File: src/hw/rtl/ssi_pkg.sv
// Shared types and constants for the substring search with ignore set.
package ssi_pkg;

   localparam int PATTERN_DEPTH_DEF = 64;
   localparam int BYTE_W            = 8;
   localparam int OFFSET_W          = 32;
   localparam int OP_W              = 3;
   localparam int STATUS_W          = 2;
   localparam int IGNORE_ENTRIES    = 1 << BYTE_W;

   typedef enum logic [OP_W-1:0] {
      OP_CLEAR   = 3'd0,
      OP_PATTERN = 3'd1,
      OP_IGNORE  = 3'd2,
      OP_TEXT    = 3'd3,
      OP_RESTART = 3'd4
   } ssi_op_type;

   typedef enum logic [STATUS_W-1:0] {
      ST_OK    = 2'd0,
      ST_MATCH = 2'd1,
      ST_FULL  = 2'd2,
      ST_IDLE  = 2'd3
   } ssi_status_type;

   typedef struct packed {
      logic pat_clear;
      logic pat_push;
      logic txt_restart;
      logic txt_push;
   } ssi_win_ctrl_type;

   typedef struct packed {
      logic                pat_full;
      logic                pat_empty;
      logic                hit;
      logic [OFFSET_W-1:0] first_offset;
   } ssi_win_stat_type;

endpackage

File: src/hw/rtl/ssi_window.sv
// Pattern store, kept-byte window and parallel compare.
module ssi_window import ssi_pkg::*; #(
   parameter int PATTERN_DEPTH = PATTERN_DEPTH_DEF
) (
   input  logic                clock,
   input  logic                reset,
   input  ssi_win_ctrl_type    ctrl,
   input  logic [BYTE_W-1:0]   data_byte,
   input  logic [OFFSET_W-1:0] raw_offset,
   output ssi_win_stat_type    stat
);

   // lane 0 holds the newest byte in both the pattern and the window
   logic [BYTE_W-1:0]        pat_ff   [PATTERN_DEPTH];
   logic [PATTERN_DEPTH-1:0] lane_en_ff;
   logic [BYTE_W-1:0]        win_ff   [PATTERN_DEPTH];
   logic [OFFSET_W-1:0]      woff_ff  [PATTERN_DEPTH];
   logic [PATTERN_DEPTH-1:0] wfill_ff;

   logic [BYTE_W-1:0]        win_in   [PATTERN_DEPTH];
   logic [OFFSET_W-1:0]      woff_in  [PATTERN_DEPTH];
   logic [PATTERN_DEPTH-1:0] wfill_in;
   logic [PATTERN_DEPTH-1:0] oldest;
   logic [PATTERN_DEPTH-1:0] lane_eq;
   logic [OFFSET_W-1:0]      first_sel;

   always_comb begin
      win_in[0]  = data_byte;
      woff_in[0] = raw_offset;
      for (int k = 1; k < PATTERN_DEPTH; k++) begin
         win_in[k]  = win_ff[k-1];
         woff_in[k] = woff_ff[k-1];
      end
      wfill_in = {wfill_ff[PATTERN_DEPTH-2:0], 1'b1};
      // lane holding the first pattern byte
      oldest   = lane_en_ff & ~{1'b0, lane_en_ff[PATTERN_DEPTH-1:1]};
      first_sel = '0;
      for (int k = 0; k < PATTERN_DEPTH; k++) begin
         lane_eq[k] = (win_in[k] == pat_ff[k]) | ~lane_en_ff[k];
         first_sel  = first_sel | (woff_in[k] & {OFFSET_W{oldest[k]}});
      end
   end

   // compare as if the current byte were shifted in; the caller qualifies it
   assign stat.pat_full     = lane_en_ff[PATTERN_DEPTH-1];
   assign stat.pat_empty    = ~lane_en_ff[0];
   assign stat.hit          = lane_en_ff[0] & (|(wfill_in & oldest)) & (&lane_eq);
   assign stat.first_offset = first_sel;

   always_ff @(posedge clock) begin
      if (reset) begin
         lane_en_ff <= '0;
         wfill_ff   <= '0;
      end else begin
         if (ctrl.pat_clear) begin
            lane_en_ff <= '0;
         end else if (ctrl.pat_push) begin
            lane_en_ff <= {lane_en_ff[PATTERN_DEPTH-2:0], 1'b1};
         end
         if (ctrl.txt_restart) begin
            wfill_ff <= '0;
         end else if (ctrl.txt_push) begin
            wfill_ff <= wfill_in;
         end
      end
   end

   always_ff @(posedge clock) begin
      if (ctrl.pat_push) begin
         pat_ff[0] <= data_byte;
         for (int k = 1; k < PATTERN_DEPTH; k++) begin
            pat_ff[k] <= pat_ff[k-1];
         end
      end
      if (ctrl.txt_push) begin
         for (int k = 0; k < PATTERN_DEPTH; k++) begin
            win_ff[k]  <= win_in[k];
            woff_ff[k] <= woff_in[k];
         end
      end
   end

endmodule

File: src/hw/rtl/substring_search_with_ignore_set.sv
// Top level: input register, search control, ignore set and result register.
//
//   channel | ports                                   | direction
//   req     | req_valid req_stall req_operation/data   | in
//   rsp     | rsp_valid rsp_stall rsp_status/found/... | out
//
// One item a cycle unless rsp_stall holds a full result register: an item
// waits in the input register and its result is then registered.
// The window shift, its parallel compare and the oldest-offset select set
// the cycle time. Synchronous reset clears pattern, ignore set and search.
// req_stall rises only while the input register holds an item that cannot
// move because the result register is full and rsp_stall is high.
module substring_search_with_ignore_set import ssi_pkg::*; #(
   parameter int PATTERN_DEPTH = PATTERN_DEPTH_DEF
) (
   input  logic                clock,
   input  logic                reset,
   input  logic                req_valid,
   output logic                req_stall,
   input  logic [OP_W-1:0]     req_operation,
   input  logic [BYTE_W-1:0]   req_data_byte,
   output logic                rsp_valid,
   input  logic                rsp_stall,
   output logic [STATUS_W-1:0] rsp_status,
   output logic                rsp_found,
   output logic [OFFSET_W-1:0] rsp_match_start,
   output logic [OFFSET_W-1:0] rsp_match_end
);

   logic                      s1_valid_ff;
   logic [OP_W-1:0]           s1_op_ff;
   logic [BYTE_W-1:0]         s1_byte_ff;

   logic [IGNORE_ENTRIES-1:0] ignore_ff, ignore_in;
   logic [OFFSET_W-1:0]       raw_off_ff, raw_off_in;
   logic                      found_ff, found_in;
   logic [OFFSET_W-1:0]       start_ff, start_in;
   logic [OFFSET_W-1:0]       end_ff, end_in;
   ssi_status_type            status_in;

   logic                      rsp_valid_ff;
   logic [STATUS_W-1:0]       rsp_status_ff;
   logic                      rsp_found_ff;
   logic [OFFSET_W-1:0]       rsp_start_ff;
   logic [OFFSET_W-1:0]       rsp_end_ff;

   logic                      advance;
   logic                      fire;
   logic                      byte_ignored;
   ssi_win_ctrl_type          win_ctrl;
   ssi_win_stat_type          win_stat;

   assign advance   = ~rsp_valid_ff | ~rsp_stall;
   assign fire      = s1_valid_ff & advance;
   assign req_stall = s1_valid_ff & ~advance;

   assign byte_ignored = ignore_ff[s1_byte_ff];

   ssi_window #(
      .PATTERN_DEPTH(PATTERN_DEPTH)
   ) u_window (
      .clock      (clock),
      .reset      (reset),
      .ctrl       (win_ctrl),
      .data_byte  (s1_byte_ff),
      .raw_offset (raw_off_ff),
      .stat       (win_stat)
   );

   always_comb begin
      win_ctrl   = '0;
      ignore_in  = ignore_ff;
      raw_off_in = raw_off_ff;
      found_in   = found_ff;
      start_in   = start_ff;
      end_in     = end_ff;
      status_in  = ST_OK;
      case (ssi_op_type'(s1_op_ff))
         OP_CLEAR: begin
            ignore_in            = '0;
            win_ctrl.pat_clear   = fire;
            win_ctrl.txt_restart = fire;
         end
         OP_PATTERN: begin
            win_ctrl.txt_restart = fire;
            if (!byte_ignored) begin
               if (win_stat.pat_full) begin
                  status_in = ST_FULL;
               end else begin
                  win_ctrl.pat_push = fire;
               end
            end
         end
         OP_IGNORE: begin
            win_ctrl.txt_restart  = fire;
            ignore_in[s1_byte_ff] = 1'b1;
         end
         OP_TEXT: begin
            if (win_stat.pat_empty || found_ff) begin
               status_in = ST_IDLE;
            end else begin
               raw_off_in = raw_off_ff + OFFSET_W'(1);
               // ignored text bytes only advance the raw offset
               win_ctrl.txt_push = fire & ~byte_ignored;
               if (!byte_ignored && win_stat.hit) begin
                  found_in  = 1'b1;
                  start_in  = win_stat.first_offset;
                  end_in    = raw_off_ff;
                  status_in = ST_MATCH;
               end
            end
         end
         OP_RESTART: begin
            win_ctrl.txt_restart = fire;
         end
         default: begin
            status_in = ST_IDLE;
         end
      endcase
      if (win_ctrl.txt_restart) begin
         raw_off_in = '0;
         found_in   = 1'b0;
         start_in   = '0;
         end_in     = '0;
      end
   end

   always_ff @(posedge clock) begin
      if (reset) begin
         s1_valid_ff  <= 1'b0;
         rsp_valid_ff <= 1'b0;
         ignore_ff    <= '0;
         raw_off_ff   <= '0;
         found_ff     <= 1'b0;
         start_ff     <= '0;
         end_ff       <= '0;
      end else begin
         if (!req_stall) begin
            s1_valid_ff <= req_valid;
         end
         if (advance) begin
            rsp_valid_ff <= s1_valid_ff;
         end
         if (fire) begin
            ignore_ff  <= ignore_in;
            raw_off_ff <= raw_off_in;
            found_ff   <= found_in;
            start_ff   <= start_in;
            end_ff     <= end_in;
         end
      end
   end

   always_ff @(posedge clock) begin
      if (!req_stall) begin
         s1_op_ff   <= req_operation;
         s1_byte_ff <= req_data_byte;
      end
      if (fire) begin
         rsp_status_ff <= status_in;
         rsp_found_ff  <= found_in;
         rsp_start_ff  <= start_in;
         rsp_end_ff    <= end_in;
      end
   end

   assign rsp_valid       = rsp_valid_ff;
   assign rsp_status      = rsp_status_ff;
   assign rsp_found       = rsp_found_ff;
   assign rsp_match_start = rsp_start_ff;
   assign rsp_match_end   = rsp_end_ff;

   a_match_sets_found: assert property (@(posedge clock) disable iff (reset)
      rsp_valid && rsp_status == ST_MATCH |-> rsp_found)
      else $error("match reported without found flag");

   a_offsets_zero_when_idle: assert property (@(posedge clock) disable iff (reset)
      !found_ff |-> start_ff == '0 && end_ff == '0)
      else $error("match offsets set while no match found");

   a_stall_needs_item: assert property (@(posedge clock) disable iff (reset)
      req_stall |-> s1_valid_ff && rsp_valid_ff && rsp_stall)
      else $error("input stalled without a blocked item");

   a_held_after_match: assert property (@(posedge clock) disable iff (reset)
      fire && found_ff && ssi_op_type'(s1_op_ff) == OP_TEXT |=> $stable(start_ff))
      else $error("match offsets moved after a match");

endmodule
File: config.mk
export PLATFORM = sky130hd
export DESIGN_NAME = substring_search_with_ignore_set
export DESIGN_NICKNAME = d
export VERILOG_FILES = /design/src/hw/rtl/ssi_pkg.sv /design/src/hw/rtl/ssi_window.sv /design/src/hw/rtl/substring_search_with_ignore_set.sv
export SDC_FILE = /design/constraint.sdc
export NUM_CORES = 2
export LEC_CHECK = 0
export BUFFER_PORTS_ARGS = -buffer_cell sky130_fd_sc_hd__buf_4
export CORE_MARGIN = 5
export CORE_UTILIZATION = 50
export DETAILED_ROUTE_END_ITERATION = 6
export PLACE_DENSITY = 0.65
export SYNTH_ARGS = -nofsm -noshare
export SYNTH_HDL_FRONTEND = slang
export SYNTH_SLANG_ARGS = --single-unit
File: constraint.sdc
create_clock -name clock -period 189 [get_ports clock]
set_input_delay 9.45 -clock clock [delete_from_list [all_inputs] [get_ports clock]]
set_output_delay 9.45 -clock clock [all_outputs]
set_load 0.05 [all_outputs]
==> results.ini <==
[timing]
final_max_slew_viol_count=0
finalCritPeriodShare_pct=10.5
fin_skew_ns=0.120
period_needed_ns=19.94
setup_viol=0
slew_headroom_pct=3.87
setup-tns-final_ns=0
hold_viol=0
worstMarginPinSlew_ns=1.43
rsz0062_at_grt=false
timing.fmax_mhz=50.2

[synthesis]
postSynthNetCount=7990
ys_seq_area_share_pct=77.8
synth-edff-count=3110
muxShareOfSynthArea_pct=1.17
synth-async-reset-ratio_pct=0
synth_cells=7974
synthAdderAreaFrac_pct=0.00945
yosys_warnings=0
synth_ff_type=edfxtp_1
synth_xor_area_share_pct=3.55
synth_top_area_share_pct=70.6
synth.largest_area_cell=edfxtp_1
syn_avg_cell_area_sq_um=16.6
ys_seq_elements=3592
synth_common_cells=edfxtp_1, xnor2_1, a22o_1, a221oi_1, dfxtp_1
netlist_top_cells_area=edfxtp_1, dfxtp_1, xnor2_1, a22o_1, a221oi_1
synth_area_sq_mm=0.132
synth_compound_area_share_pct=10.8
synth.most_common_cell=edfxtp_1
synth-simple-area-share_pct=4.92
yosysUniqueCellTypes=65
synth_top_family_by_area=compound AO/OA/AOI/OAI gates

[finish]
final_layout_size_suffix_gt1_share_pct=11.5
nNetsFinal=8081
post-route-util_pct=56.5
n_fill_cell=20238
syn_to_final_growth_pct=12.8
layout.cells.non_filler=11924

[clock_network]
cts.repair.resized=0
clk_pin_slew_ns=0.06
clk-insertion-delay-late_ns=0.98
cts.sinks=3592
cts_setup_buffers=0
htree_levels=5
cts_tree=yes
cts_buffer_depth=4
numCtsBuffers=362
cts_root_buf=clkbuf_16
hold_buffers=0

[setup_path]
crit_cells=4
r2r_cells=14
start_kind=input pin
end_kind=output pin
crit_end=req_stall
crit_chain=buf_4 -> nand3_1 -> inv_1 -> buf_4
reg2reg_to=u_window.woff_ff[6][38]
rr_startpoint=s1_byte_ff[1]
critical-path-slowest-cell=nand3_1
critical_path.max_fanout=13
path_buf_inv=3
cpPeakStageDelay_ns=0.43
startpoint=rsp_stall
path_common_cell=buf_4
cp.required_ns=179.55
r2r_slack_ns=179.36
cp.arrival_ns=10.49
crit_type=in2out
crit_family=buffers and inverters

[global_routing]
first_global_vias=76084
track_usage_pct=27.1
antenna_found_initial=17
grt_start_max_net_pins=219
grt_overflow=0
grt_pass1_wl_mm=546

[floorplanning]
core_area_sq_mm=0.264
die_w_um=525
die_h_um=525
io_pins=84
die_area_sq_mm=0.275
rows=189
start_util_pct=50.1

[pwr]
power_leakage_nw=44.1
p_total_mw=1.58
p_per_area_mw_per_mm2=10.6
ir_worst_vdd_v=0.00000783

[drt]
wl_per_cell_um=32.6
route.vias.total=80184
ant_nets=0
vias_per_cell=6.72
drt_iter0_drc=13147
routed_wirelength_mm=388
dr.pass1.iters=7
drcViolationCount=6

[hold_path]
hold_path_class=reg2reg
hold_depth=0

[status]
status=finished, violations left
violations=DRC

[placed_design]
routabilityCongestion=0.889
hpwl_mm=221
port_buffers=83
dp_cells=11234

[run]
max-cap-violations=0

==> cells by family after synthesis <==
family | Yosys count
buf+inv | 573
simple gates | 1254
compound gates | 1942
flops | 3592
fa+ha+maj | 1
xor+xnor | 536
mux | 76
==> through the flow <==
step           worst slack [ns]  area, sq um  hold WS [ns]
4_1_cts                  169.01       149000         0.367
5_1_grt                  168.95       149000         0.375
2_1_floorplan            106.85       132000         0.406
3_5_place_dp             169.01       137000         0.433
3_3_place_gp             169.04       137000         0.428
6_report                 169.06       149000         0.358
==> layout by cell type, fill, tap and decap left out, types with 17 or more instances in the layout <==
master,instances
o21ai_0,194
buf_4,259
clkbuf_16,372
a21oi_1,458
nor2b_4,63
nor2_1,334
a31oi_1,67
o311ai_0,51
xnor2_1,525
nand2_1,160
a221oi_1,504
clkinv_2,65
inv_1,30
a22o_1,522
a22oi_1,25
bufinv_16,28
nor4_1,18
diode_2,17
clkbuf_8,19
nand4_1,371
edfxtp_1,3110
mux4_2,63
o31ai_1,65
nand3_1,122
clkbuf_1,86
clkinv_1,64
or4_1,67
nor3_1,44
dfxtp_1,481
==> area by class of cell <==
type	instances	area, sq um	area share (%)
flip-flops and latches	3592	103000	69.0
multi-input cells	3809	27800	18.6
clock buffers	477	9890	6.63
well taps	3533	4420	2.96
repair buffers	266	2080	1.40
clock inverters	196	1950	1.30
inverters	34	133	0.0888
diodes	17	42.5	0.0285
==> worst register-to-register path: stages, from the launching register on <==
cell,delay (ns)
edfxtp_1,0.32
buf_4,0.50
buf_4,0.63
mux4_2,0.64
mux2i_1,0.34
o221ai_1,0.20
o21ai_0,0.24
o2111ai_1,0.57
a21oi_4,0.32
buf_4,0.68
buf_12,0.73
buf_4,1.06
buf_4,0.98
buf_4,0.96
buf_12,0.85
==> registers in the layout, indices dropped and copies added, names as in the netlist, 2 cells and up <==
| register | flops |
|---|---|
| u_window.pat_ff | 512 |
| start_ff | 32 |
| u_window.wfill_ff | 63 |
| end_ff | 32 |
| rsp_match_end | 32 |
| u_window.lane_en_ff | 64 |
| rsp_match_start | 32 |
| ignore_ff | 256 |
| s1_op_ff | 3 |
| u_window.woff_ff | 2016 |
| raw_off_ff | 32 |
| rsp_status | 2 |
| u_window.win_ff | 504 |
| s1_byte_ff | 8 |
==> layer usage <==
metal,GRT usage [%],share of wire (%),vias up,wire length (um)
li1,-,-,32398,-
met1,37.2,37,40824,144000
met5,0.797,0.11,-,411
met4,10.9,4.5,8,17500
met3,8.69,14,1022,53800
met2,40.3,45,5932,173000
==> power by group <==
part	switching (mW)	internal (mW)
logic	0.0130	0.00312
registers	0.00111	0.851
clock network	0.306	0.409
==> worst min-delay path by stage <==
stage,slack [ns],start,endpoint
floorplan,0.41,raw_off_ff[26],u_window.woff_ff[0][26]
global placement,0.43,u_window.woff_ff[17][53],u_window.woff_ff[18][21]
detailed placement,0.43,u_window.woff_ff[27][29],u_window.woff_ff[27][61]
CTS,0.37,u_window.woff_ff[0][55],u_window.woff_ff[1][23]
global route,0.38,u_window.woff_ff[21][25],u_window.woff_ff[21][57]
finish,0.36,u_window.woff_ff[0][55],u_window.woff_ff[1][23]
Power figures use the tool's default switching activity.
